$ cat config.mk
export PLATFORM = sky130hd
export DESIGN_NAME = speed_field_policy_select_flat
export DESIGN_NICKNAME = d
export VERILOG_FILES = /design/src/rtl/sfps_pkg.sv /design/src/rtl/sfps_req_if.sv /design/src/rtl/sfps_rsp_if.sv /design/src/rtl/speed_field_policy_select.sv /design/src/rtl/sfps_entry_ram.sv /design/src/rtl/sfps_pick.sv /design/src/flat_wrapper.sv
export VERILOG_INCLUDE_DIRS = /design/src /design/src/rtl
export SDC_FILE = /design/constraint.sdc
export NUM_CORES = 2
export LEC_CHECK = 0
export BUFFER_PORTS_ARGS = -buffer_cell sky130_fd_sc_hd__buf_2
export CORE_UTILIZATION = 40
export DETAILED_ROUTE_END_ITERATION = 8
export GPL_ROUTABILITY_DRIVEN = 0
export PLACE_DENSITY = 0.52
export SLEW_MARGIN = 10
export SYNTH_ARGS = -nofsm -noshare
export SYNTH_HDL_FRONTEND = slang
export SYNTH_SLANG_ARGS = --single-unit
$ cat constraint.sdc
create_clock -name clk_i -period 10.2 [get_ports clk_i]
set_input_delay 1.02 -clock clk_i [delete_from_list [all_inputs] [get_ports clk_i]]
set_output_delay 1.02 -clock clk_i [all_outputs]
set_load 0.02 [all_outputs]
$ cat src/rtl/speed_field_policy_select_defines.svh
// assertion macros of the policy selector rtl
`ifndef SPEED_FIELD_POLICY_SELECT_DEFINES_SVH
`define SPEED_FIELD_POLICY_SELECT_DEFINES_SVH

// checked at every rising clock edge outside reset
`define SFPS_ASSERT(label, prop, msg) \
  label: assert property (@(posedge clk_i) disable iff (!rst_ni) prop) else $error(msg);

// checked at every rising clock edge, reset included
`define SFPS_ASSERT_ALWAYS(label, prop, msg) \
  label: assert property (@(posedge clk_i) prop) else $error(msg);

`endif

$ cat src/rtl/sfps_pkg.sv
// types and codes of the speed field policy selector
`default_nettype none
package sfps_pkg;

  typedef logic signed [15:0] speed_t;
  typedef logic [15:0]        pid_t;

  // operation codes
  typedef enum logic [1:0] {
    OP_WRITE = 2'd0,
    OP_CLEAR = 2'd1,
    OP_QUERY = 2'd2
  } op_e;

  // entry kinds; the unused code behaves as a normal entry
  localparam logic [1:0] KIND_NORMAL   = 2'd0;
  localparam logic [1:0] KIND_PARKING  = 2'd1;
  localparam logic [1:0] KIND_PICKDROP = 2'd2;

  // field types
  localparam logic FK_DANGER  = 1'b0;
  localparam logic FK_WARNING = 1'b1;

  // one stored table entry, 43 bits
  typedef struct packed {
    logic [2:0] lidar;
    pid_t       id;
    logic [1:0] kind;
    logic       field_kind;
    logic [1:0] travel_direction;
    logic [1:0] turn_direction;
    logic       any_turn;
    speed_t     limit;
  } entry_t;

  // control of one best-entry tracker
  typedef struct packed {
    logic clear;
    logic en;
  } pick_ctl_t;

  // selection of one tracker
  typedef struct packed {
    logic   found;
    pid_t   id;
    speed_t limit;
  } pick_res_t;

endpackage
`default_nettype wire

$ cat src/rtl/sfps_req_if.sv
// request channel: write, clear and query transactions
`default_nettype none
interface sfps_req_if;
  import sfps_pkg::*;

  logic       valid;
  logic       ready;
  logic [1:0] operation;
  logic [5:0] slot;
  logic [2:0] lidar;
  pid_t       policy_id;
  logic [1:0] kind;
  logic       field_kind;
  logic [1:0] travel_direction;
  logic [1:0] turn_direction;
  logic       any_turn;
  speed_t     speed;
  logic       parking_mode;
  logic       pickdrop;

  modport source (
    output valid, operation, slot, lidar, policy_id, kind, field_kind,
           travel_direction, turn_direction, any_turn, speed, parking_mode, pickdrop,
    input  ready
  );

  modport sink (
    input  valid, operation, slot, lidar, policy_id, kind, field_kind,
           travel_direction, turn_direction, any_turn, speed, parking_mode, pickdrop,
    output ready
  );
endinterface
`default_nettype wire

$ cat src/rtl/sfps_rsp_if.sv
// response channel: danger and warning selection of a query
`default_nettype none
interface sfps_rsp_if;
  import sfps_pkg::*;

  logic   valid;
  logic   ready;
  logic   danger_found;
  pid_t   danger_id;
  speed_t danger_limit;
  logic   warning_found;
  pid_t   warning_id;
  speed_t warning_limit;

  modport source (
    output valid, danger_found, danger_id, danger_limit,
           warning_found, warning_id, warning_limit,
    input  ready
  );

  modport sink (
    input  valid, danger_found, danger_id, danger_limit,
           warning_found, warning_id, warning_limit,
    output ready
  );
endinterface
`default_nettype wire

$ cat src/rtl/speed_field_policy_select.sv
// top level of the speed field policy selector
`default_nettype none
`include "speed_field_policy_select_defines.svh"
// Policy table of up to 64 addressable slots held in a single port memory, with
// one valid flip-flop per slot cleared at reset. Write and clear transactions are
// taken while idle and give no response. A query scans every slot through the
// memory read port, one entry per cycle, and tracks the danger and warning
// choices side by side; no request is taken during the scan. A finished response
// waits in its output register while the next request is accepted.
module speed_field_policy_select #(
  parameter int unsigned TABLE_ENTRIES = 64,
  parameter int unsigned LIDAR_COUNT   = 8
) (
  input  wire logic  clk_i,
  input  wire logic  rst_ni,
  sfps_req_if.sink   in_i,
  sfps_rsp_if.source out_o
);
  import sfps_pkg::*;

  // only slots reachable by the 6-bit slot field are kept
  localparam int unsigned DEPTH = (TABLE_ENTRIES < 64) ? TABLE_ENTRIES : 64;
  localparam int unsigned IDX_W = (DEPTH > 1) ? $clog2(DEPTH) : 1;

  typedef enum logic [1:0] {
    ST_IDLE,
    ST_SCAN,
    ST_DRAIN,
    ST_FINISH
  } state_e;

  state_e           state_q;
  logic [DEPTH-1:0] valid_q;
  logic [IDX_W-1:0] cnt_q;
  logic             rd_pend_q;
  logic             rd_vld_q;
  logic [2:0]       q_lidar_q;
  logic [1:0]       q_dir_q;
  logic [1:0]       q_turn_q;
  logic             q_park_q;
  logic             q_pd_q;
  speed_t           q_speed_q;
  logic             out_valid_q;
  pick_res_t        dng_out_q;
  pick_res_t        wrn_out_q;

  logic      req_acc;
  logic      slot_ok;
  logic      lidar_ok;
  logic      mem_we;
  logic [IDX_W-1:0] mem_addr;
  entry_t    wentry;
  entry_t    rentry;
  logic      hit;
  pick_ctl_t dng_ctl;
  pick_ctl_t wrn_ctl;
  pick_res_t dng_res;
  pick_res_t wrn_res;
  logic      out_free;

  assign in_i.ready = (state_q == ST_IDLE);
  assign req_acc    = in_i.valid && in_i.ready;
  assign slot_ok    = ({1'b0, in_i.slot} < 7'(DEPTH));
  assign lidar_ok   = ({4'b0, in_i.lidar} < 7'(LIDAR_COUNT));
  assign out_free   = !out_valid_q || out_o.ready;

  // memory port: writes while idle, scan reads otherwise
  assign mem_we   = req_acc && (in_i.operation == OP_WRITE) && slot_ok && lidar_ok;
  assign mem_addr = (state_q == ST_IDLE) ? in_i.slot[IDX_W-1:0] : cnt_q;

  always_comb begin
    wentry.lidar            = in_i.lidar;
    wentry.id               = in_i.policy_id;
    wentry.kind             = in_i.kind;
    wentry.field_kind       = in_i.field_kind;
    wentry.travel_direction = in_i.travel_direction;
    wentry.turn_direction   = in_i.turn_direction;
    wentry.any_turn         = in_i.any_turn;
    wentry.limit            = in_i.speed;
  end

  sfps_entry_ram #(
    .DEPTH (DEPTH)
  ) u_ram (
    .clk_i   (clk_i),
    .we_i    (mem_we),
    .addr_i  (mem_addr),
    .wdata_i (wentry),
    .rdata_o (rentry)
  );

  // match of the entry read back against the held query
  always_comb begin
    hit = rd_pend_q && rd_vld_q
          && (rentry.lidar == q_lidar_q)
          && ((rentry.kind == KIND_PARKING) == q_park_q)
          && !((rentry.kind == KIND_PICKDROP) && !q_pd_q)
          && (rentry.travel_direction == q_dir_q)
          && (rentry.any_turn || (rentry.turn_direction == q_turn_q));
  end

  assign dng_ctl.clear = req_acc && (in_i.operation == OP_QUERY);
  assign dng_ctl.en    = hit && (rentry.field_kind == FK_DANGER);
  assign wrn_ctl.clear = dng_ctl.clear;
  assign wrn_ctl.en    = hit && (rentry.field_kind == FK_WARNING);

  sfps_pick u_pick_dng (
    .clk_i   (clk_i),
    .rst_ni  (rst_ni),
    .ctl_i   (dng_ctl),
    .id_i    (rentry.id),
    .limit_i (rentry.limit),
    .speed_i (q_speed_q),
    .res_o   (dng_res)
  );

  sfps_pick u_pick_wrn (
    .clk_i   (clk_i),
    .rst_ni  (rst_ni),
    .ctl_i   (wrn_ctl),
    .id_i    (rentry.id),
    .limit_i (rentry.limit),
    .speed_i (q_speed_q),
    .res_o   (wrn_res)
  );

  // sequencer, valid marks and response register
  always_ff @(posedge clk_i or negedge rst_ni) begin
    if (!rst_ni) begin
      state_q     <= ST_IDLE;
      valid_q     <= '0;
      cnt_q       <= '0;
      rd_pend_q   <= 1'b0;
      rd_vld_q    <= 1'b0;
      out_valid_q <= 1'b0;
    end else begin
      // response loaded at the end of a query, held until taken
      out_valid_q <= ((state_q == ST_FINISH) && out_free) || (out_valid_q && !out_o.ready);
      rd_pend_q   <= (state_q == ST_SCAN);
      case (state_q)
        ST_IDLE: begin
          if (req_acc) begin
            case (in_i.operation)
              OP_WRITE: begin
                if (slot_ok && lidar_ok) begin
                  valid_q[in_i.slot[IDX_W-1:0]] <= 1'b1;
                end
              end
              OP_CLEAR: begin
                if (slot_ok) begin
                  valid_q[in_i.slot[IDX_W-1:0]] <= 1'b0;
                end
              end
              OP_QUERY: begin
                cnt_q   <= '0;
                state_q <= ST_SCAN;
              end
              default: ;
            endcase
          end
        end
        ST_SCAN: begin
          rd_vld_q  <= valid_q[cnt_q];
          if (cnt_q == IDX_W'(DEPTH - 1)) begin
            state_q <= ST_DRAIN;
          end else begin
            cnt_q <= cnt_q + 1'b1;
          end
        end
        ST_DRAIN: begin
          state_q <= ST_FINISH;
        end
        ST_FINISH: begin
          if (out_free) begin
            state_q <= ST_IDLE;
          end
        end
        default: state_q <= ST_IDLE;
      endcase
    end
  end

  // query fields and response payload
  always_ff @(posedge clk_i) begin
    if (req_acc && (in_i.operation == OP_QUERY)) begin
      q_lidar_q <= in_i.lidar;
      q_dir_q   <= in_i.travel_direction;
      q_turn_q  <= in_i.turn_direction;
      q_park_q  <= in_i.parking_mode;
      q_pd_q    <= in_i.pickdrop;
      q_speed_q <= in_i.speed;
    end
    if ((state_q == ST_FINISH) && out_free) begin
      dng_out_q <= dng_res;
      wrn_out_q <= wrn_res;
    end
  end

  assign out_o.valid         = out_valid_q;
  assign out_o.danger_found  = dng_out_q.found;
  assign out_o.danger_id     = dng_out_q.id;
  assign out_o.danger_limit  = dng_out_q.limit;
  assign out_o.warning_found = wrn_out_q.found;
  assign out_o.warning_id    = wrn_out_q.id;
  assign out_o.warning_limit = wrn_out_q.limit;

  `SFPS_ASSERT(a_we_idle, mem_we |-> (state_q == ST_IDLE), "table write outside idle")
  `SFPS_ASSERT(a_en_pend, (dng_ctl.en || wrn_ctl.en) |-> rd_pend_q, "tracker update without read")
  `SFPS_ASSERT(a_rsp_finish, $rose(out_valid_q) |-> $past(state_q == ST_FINISH),
    "response raised outside finish")
  `SFPS_ASSERT(a_drain_pend, (state_q == ST_DRAIN) |-> rd_pend_q, "last scan read lost")
  `SFPS_ASSERT_ALWAYS(a_rst_quiet, !rst_ni |-> !out_o.valid, "response valid in reset")
endmodule
`default_nettype wire

$ cat src/rtl/sfps_entry_ram.sv
// single port entry memory with registered read data
`default_nettype none
module sfps_entry_ram #(
  parameter int unsigned DEPTH = 64
) (
  input  wire logic                                clk_i,
  input  wire logic                                we_i,
  input  wire logic [(DEPTH > 1 ? $clog2(DEPTH) : 1)-1:0] addr_i,
  input  wire sfps_pkg::entry_t                    wdata_i,
  output sfps_pkg::entry_t                         rdata_o
);
  import sfps_pkg::*;

  entry_t mem [DEPTH];
  entry_t rdata_q;

  // write or read one entry a cycle
  always_ff @(posedge clk_i) begin
    if (we_i) begin
      mem[addr_i] <= wdata_i;
    end
    rdata_q <= mem[addr_i];
  end

  assign rdata_o = rdata_q;
endmodule
`default_nettype wire

$ cat src/rtl/sfps_pick.sv
// best-entry tracker for one field type over a table scan
`default_nettype none
module sfps_pick (
  input  wire logic                clk_i,
  input  wire logic                rst_ni,
  input  wire sfps_pkg::pick_ctl_t ctl_i,
  input  wire sfps_pkg::pid_t      id_i,
  input  wire sfps_pkg::speed_t    limit_i,
  input  wire sfps_pkg::speed_t    speed_i,
  output sfps_pkg::pick_res_t      res_o
);
  import sfps_pkg::*;

  logic   any_q, any_d;
  logic   cov_q, cov_d;
  speed_t hlim_q, hlim_d;
  pid_t   hid_q, hid_d;
  speed_t clim_q, clim_d;
  pid_t   cid_q, cid_d;

  // highest limit and lowest covering limit, with id tie breaks
  always_comb begin
    any_d  = any_q;
    cov_d  = cov_q;
    hlim_d = hlim_q;
    hid_d  = hid_q;
    clim_d = clim_q;
    cid_d  = cid_q;
    if (ctl_i.clear) begin
      any_d = 1'b0;
      cov_d = 1'b0;
    end else if (ctl_i.en) begin
      if (!any_q || (limit_i > hlim_q) || ((limit_i == hlim_q) && (id_i > hid_q))) begin
        hlim_d = limit_i;
        hid_d  = id_i;
      end
      any_d = 1'b1;
      if (speed_i <= limit_i) begin
        if (!cov_q || (limit_i < clim_q) || ((limit_i == clim_q) && (id_i < cid_q))) begin
          clim_d = limit_i;
          cid_d  = id_i;
        end
        cov_d = 1'b1;
      end
    end
  end

  always_ff @(posedge clk_i or negedge rst_ni) begin
    if (!rst_ni) begin
      any_q <= 1'b0;
      cov_q <= 1'b0;
    end else begin
      any_q <= any_d;
      cov_q <= cov_d;
    end
  end

  always_ff @(posedge clk_i) begin
    hlim_q <= hlim_d;
    hid_q  <= hid_d;
    clim_q <= clim_d;
    cid_q  <= cid_d;
  end

  // covering choice first, else the highest limit
  always_comb begin
    res_o.found = any_q;
    if (cov_q) begin
      res_o.id    = cid_q;
      res_o.limit = clim_q;
    end else if (any_q) begin
      res_o.id    = hid_q;
      res_o.limit = hlim_q;
    end else begin
      res_o.id    = '0;
      res_o.limit = '0;
    end
  end
endmodule
`default_nettype wire

$ cat src/flat_wrapper.sv
// flat-port wrapper written by rule: the top's interface ports become plain ports
module speed_field_policy_select_flat import sfps_pkg::*;
#(
  parameter int unsigned TABLE_ENTRIES = 64,
  parameter int unsigned LIDAR_COUNT   = 8
)
  (clk_i, rst_ni, in_i_valid, in_i_operation, in_i_slot, in_i_lidar, in_i_policy_id, in_i_kind, in_i_field_kind, in_i_travel_direction, in_i_turn_direction, in_i_any_turn, in_i_speed, in_i_parking_mode, in_i_pickdrop, in_i_ready, out_o_valid, out_o_danger_found, out_o_danger_id, out_o_danger_limit, out_o_warning_found, out_o_warning_id, out_o_warning_limit, out_o_ready);
  sfps_req_if in_i_i ();
  sfps_rsp_if out_o_i ();
  input  wire logic clk_i;
  input  wire logic rst_ni;
  input wire logic [$bits(in_i_i.valid)-1:0] in_i_valid;
  input wire logic [$bits(in_i_i.operation)-1:0] in_i_operation;
  input wire logic [$bits(in_i_i.slot)-1:0] in_i_slot;
  input wire logic [$bits(in_i_i.lidar)-1:0] in_i_lidar;
  input wire logic [$bits(in_i_i.policy_id)-1:0] in_i_policy_id;
  input wire logic [$bits(in_i_i.kind)-1:0] in_i_kind;
  input wire logic [$bits(in_i_i.field_kind)-1:0] in_i_field_kind;
  input wire logic [$bits(in_i_i.travel_direction)-1:0] in_i_travel_direction;
  input wire logic [$bits(in_i_i.turn_direction)-1:0] in_i_turn_direction;
  input wire logic [$bits(in_i_i.any_turn)-1:0] in_i_any_turn;
  input wire logic [$bits(in_i_i.speed)-1:0] in_i_speed;
  input wire logic [$bits(in_i_i.parking_mode)-1:0] in_i_parking_mode;
  input wire logic [$bits(in_i_i.pickdrop)-1:0] in_i_pickdrop;
  output wire logic [$bits(in_i_i.ready)-1:0] in_i_ready;
  output wire logic [$bits(out_o_i.valid)-1:0] out_o_valid;
  output wire logic [$bits(out_o_i.danger_found)-1:0] out_o_danger_found;
  output wire logic [$bits(out_o_i.danger_id)-1:0] out_o_danger_id;
  output wire logic [$bits(out_o_i.danger_limit)-1:0] out_o_danger_limit;
  output wire logic [$bits(out_o_i.warning_found)-1:0] out_o_warning_found;
  output wire logic [$bits(out_o_i.warning_id)-1:0] out_o_warning_id;
  output wire logic [$bits(out_o_i.warning_limit)-1:0] out_o_warning_limit;
  input wire logic [$bits(out_o_i.ready)-1:0] out_o_ready;
  assign in_i_i.valid = in_i_valid;
  assign in_i_i.operation = in_i_operation;
  assign in_i_i.slot = in_i_slot;
  assign in_i_i.lidar = in_i_lidar;
  assign in_i_i.policy_id = in_i_policy_id;
  assign in_i_i.kind = in_i_kind;
  assign in_i_i.field_kind = in_i_field_kind;
  assign in_i_i.travel_direction = in_i_travel_direction;
  assign in_i_i.turn_direction = in_i_turn_direction;
  assign in_i_i.any_turn = in_i_any_turn;
  assign in_i_i.speed = in_i_speed;
  assign in_i_i.parking_mode = in_i_parking_mode;
  assign in_i_i.pickdrop = in_i_pickdrop;
  assign in_i_ready = in_i_i.ready;
  assign out_o_valid = out_o_i.valid;
  assign out_o_danger_found = out_o_i.danger_found;
  assign out_o_danger_id = out_o_i.danger_id;
  assign out_o_danger_limit = out_o_i.danger_limit;
  assign out_o_warning_found = out_o_i.warning_found;
  assign out_o_warning_id = out_o_i.warning_id;
  assign out_o_warning_limit = out_o_i.warning_limit;
  assign out_o_i.ready = out_o_ready;
  speed_field_policy_select #(.TABLE_ENTRIES(TABLE_ENTRIES), .LIDAR_COUNT(LIDAR_COUNT)) u_core (.clk_i(clk_i), .rst_ni(rst_ni), .in_i(in_i_i), .out_o(out_o_i));
endmodule
==> flow_summary.ini <==
[synth]
synthArstFlopShare_pct = 2.55
synth_top_area_share_pct = 77.1
synth_cells = 6501
yosysTopAreaCell = edfxtp_1
syn-cell-area_um2 = 116000
synth-main-ff-cell = edfxtp_1
synth_seq_cells = 3093
synth_area_leaders = edfxtp_1, a22oi_1, dfrtp_1
ys_seq_area_share_pct = 79.6
synth.net_count = 6705
synth_edf_count = 2971
yosysWarnings = 0
yosys.cell_types.count = 77
syn_area_per_cell_um2 = 17.8

[setup_path]
crit_fanout = 39
crit_path_frequent_cell = buf_4
end_kind = register
cp.depth = 8
worstSetupPathType = reg -> reg
start_kind = register
critPathRequiredTime_ns = 10.73
slowest_delay_ns = 0.88
crit_family = simple AND/OR/NAND/NOR gates
path_cells = inv_1 -> ha_2 -> buf_4 -> nor4bb_2 -> or2_4 -> nand2_1 -> nor2_4 -> buf_4
cp.arrival_ns = 6.17
rrSetupSlack_ns = 4.56
ff2ff_path_depth = 8
worst_path_max_delay_cell = nor2_4
crit_buf_inv = 3

[power]
worst_ir_drop_vdd_mv = 0.134
powerDensity_nw_per_um2 = 195
p_leak_nw = 41.7
power.total_mw = 25.8

[clock_tree]
cts-root-buf = clkbuf_16
cts-htree-levels = 5
clk_latency_ns = 0.93
cts_buffers = 328
cts.sinks = 3093
clock_path_buffers = 4
cts_tree = done
cts_hold_buf = 0
cts_setup_buffers = 0
cts.clk_slew.worst_paths_ns = 0.06
cts_resized = 0

[floorplanning]
die_x_um = 540
die_h_um = 540
die-area_um2 = 291000
core-area_um2 = 288000
rows = 197
io_pins = 125
initial_core_util_pct = 40.2

[detailed_routing]
wl_per_cell_um = 37.3
drc = 0
ant_nets = 0
drt_first_pass_iters = 9
vias_per_cell = 6.34
drt-initial-drc-count = 10200
vias = 68500
routed_wl_mm = 404

[timing]
min_period_ns = 5.64
fin_crit_sh_pct = 55.3
drv_slew = 0
hold_viol = 0
setup_viol = 0
slew_headroom_pct = 3.88
rsz0062_at_grt = no
max_freq_mhz = 177
skew_ns = 0.0467
finalSetupTns_ns = 0
tightest_slew_ns = 1.44

[finish]
n_fill_cell = 24600
top_register = u_core.u_ram.mem
finalNetCount = 6959
area_growth_pct = 14.2
largest_reg_flops = 2752
drive_above_1_share_pct = 14.1

[global_route]
grt.overflow.total = 0
grt_pass1_wl_mm = 549
grt_pass1_vias = 65600
grt_antenna_before_repair = 34
grt_usage_pct = 27.1
grt_max_degree = 107

[place]
hpwl_mm = 220
port_buffers = 124

[min_path]
min_path_type = in -> async

[job]
max_cap_viol_count = 0

[run_status]
status = finished, final reports clean
area by class of cell:
type / count / area (µm²) / share of cell area, %
well taps: 3781 / 4730 / 3.58
inverters: 150 / 563 / 0.426
diodes: 5 / 12.5 / 0.00948
clock buffers: 425 / 8700 / 6.59
multi-input cells: 2855 / 22000 / 16.6
clock inverters: 178 / 1660 / 1.26
flip-flops and latches: 3093 / 92100 / 69.7
repair buffers: 327 / 2360 / 1.79
kinds of logic (layout without fill, tap and decap cells):
family,after synthesis,in the layout,share of synthesized area (%)
compound gates,1955,1955,12.4
xor+xnor,7,7,0.0530
fa+ha+maj,147,147,1.59
buf+inv,553,1080,2.06
flops,3093,3093,79.6
mux,170,170,1.78
other cells,0,5,0
simple gates,576,576,2.55
Yosys cell counts (5+ instances only):
master,count
a21o_1,22
and3_1,5
a22o_1,37
a222oi_1,104
or2_1,6
dfrtp_1,79
nand2_1,163
nand2b_1,13
buf_2,159
clkbuf_1,214
a211oi_1,5
and2_1,6
nor2b_1,17
xor2_1,5
nor2_1,131
nand3_1,38
o21ai_0,148
a22oi_1,1104
buf_1,9
o211ai_1,9
buf_4,14
nor3b_1,6
a31oi_1,152
mux4_2,17
mux2i_1,40
edfxtp_1,2971
a41oi_1,161
dfxtp_1,43
o22ai_1,8
and4_1,18
ha_1,147
nor3_1,7
mux2_1,27
buf_6,7
a41o_1,7
o22a_1,11
mux2_2,85
nand4_1,72
o31ai_1,8
nor4_1,62
inv_1,150
a21oi_1,147
and4b_1,5
through the flow:
step	worst slack (ns)	util, %	hold slack (ns)	instances	area [µm²]
after floorplan	4.83	-	0.423	6501	116000
after global placement	4.10	42.2	0.459	10200	122000
after detailed placement	4.43	42.3	0.464	10200	122000
after CTS	4.63	45.9	0.0202	10800	132000
after global routing	4.46	45.9	0.0674	10800	132000
final	4.56	45.9	0.0554	10800	132000
final timing paths:
check	from	to
max reg2reg	u_core.state_q[1]$_DFFE_PN0P_	u_core.u_ram.mem[14][23]$_DFFE_PP_
min	rst_ni	asynchronous set/reset pin
min in group clk_i	in_i_parking_mode	u_core.q_park_q$_DFFE_PP_
max in group asynchronous	rst_ni	u_core.u_pick_wrn.cov_q$_DFFE_PN0P_
max	u_core.state_q[1]$_DFFE_PN0P_	u_core.u_ram.mem[14][23]$_DFFE_PP_
min reg2reg	register	register
routing by layer:
metal	GRT usage [%]	up-vias	wire length, µm
met5	0	-	137
met1	37.5	36100	162000
met3	4.85	668	38600
li1	-	27700	-
met4	9.04	22	14700
met2	43.1	4035	188000
where the power goes:
part | switching [mW] | internal, mW
registers | 0.0000000000000000180 | 13.9
logic | 0.212 | 0.0189
clock network | 5.06 | 6.58
total | 5.27 | 20.5
placed cells by master (no fill, tap or decap), types with 146 or more instances in the layout:
cell type and count:
edfxtp_1 2971, a22oi_1 1104, clkbuf_16 330, buf_4 189, a41oi_1 161, nand2_1 157
a31oi_1 150, inv_1 149, a21oi_1 147, o21ai_0 147, ha_1 146
Power figures use the tool's default switching activity.
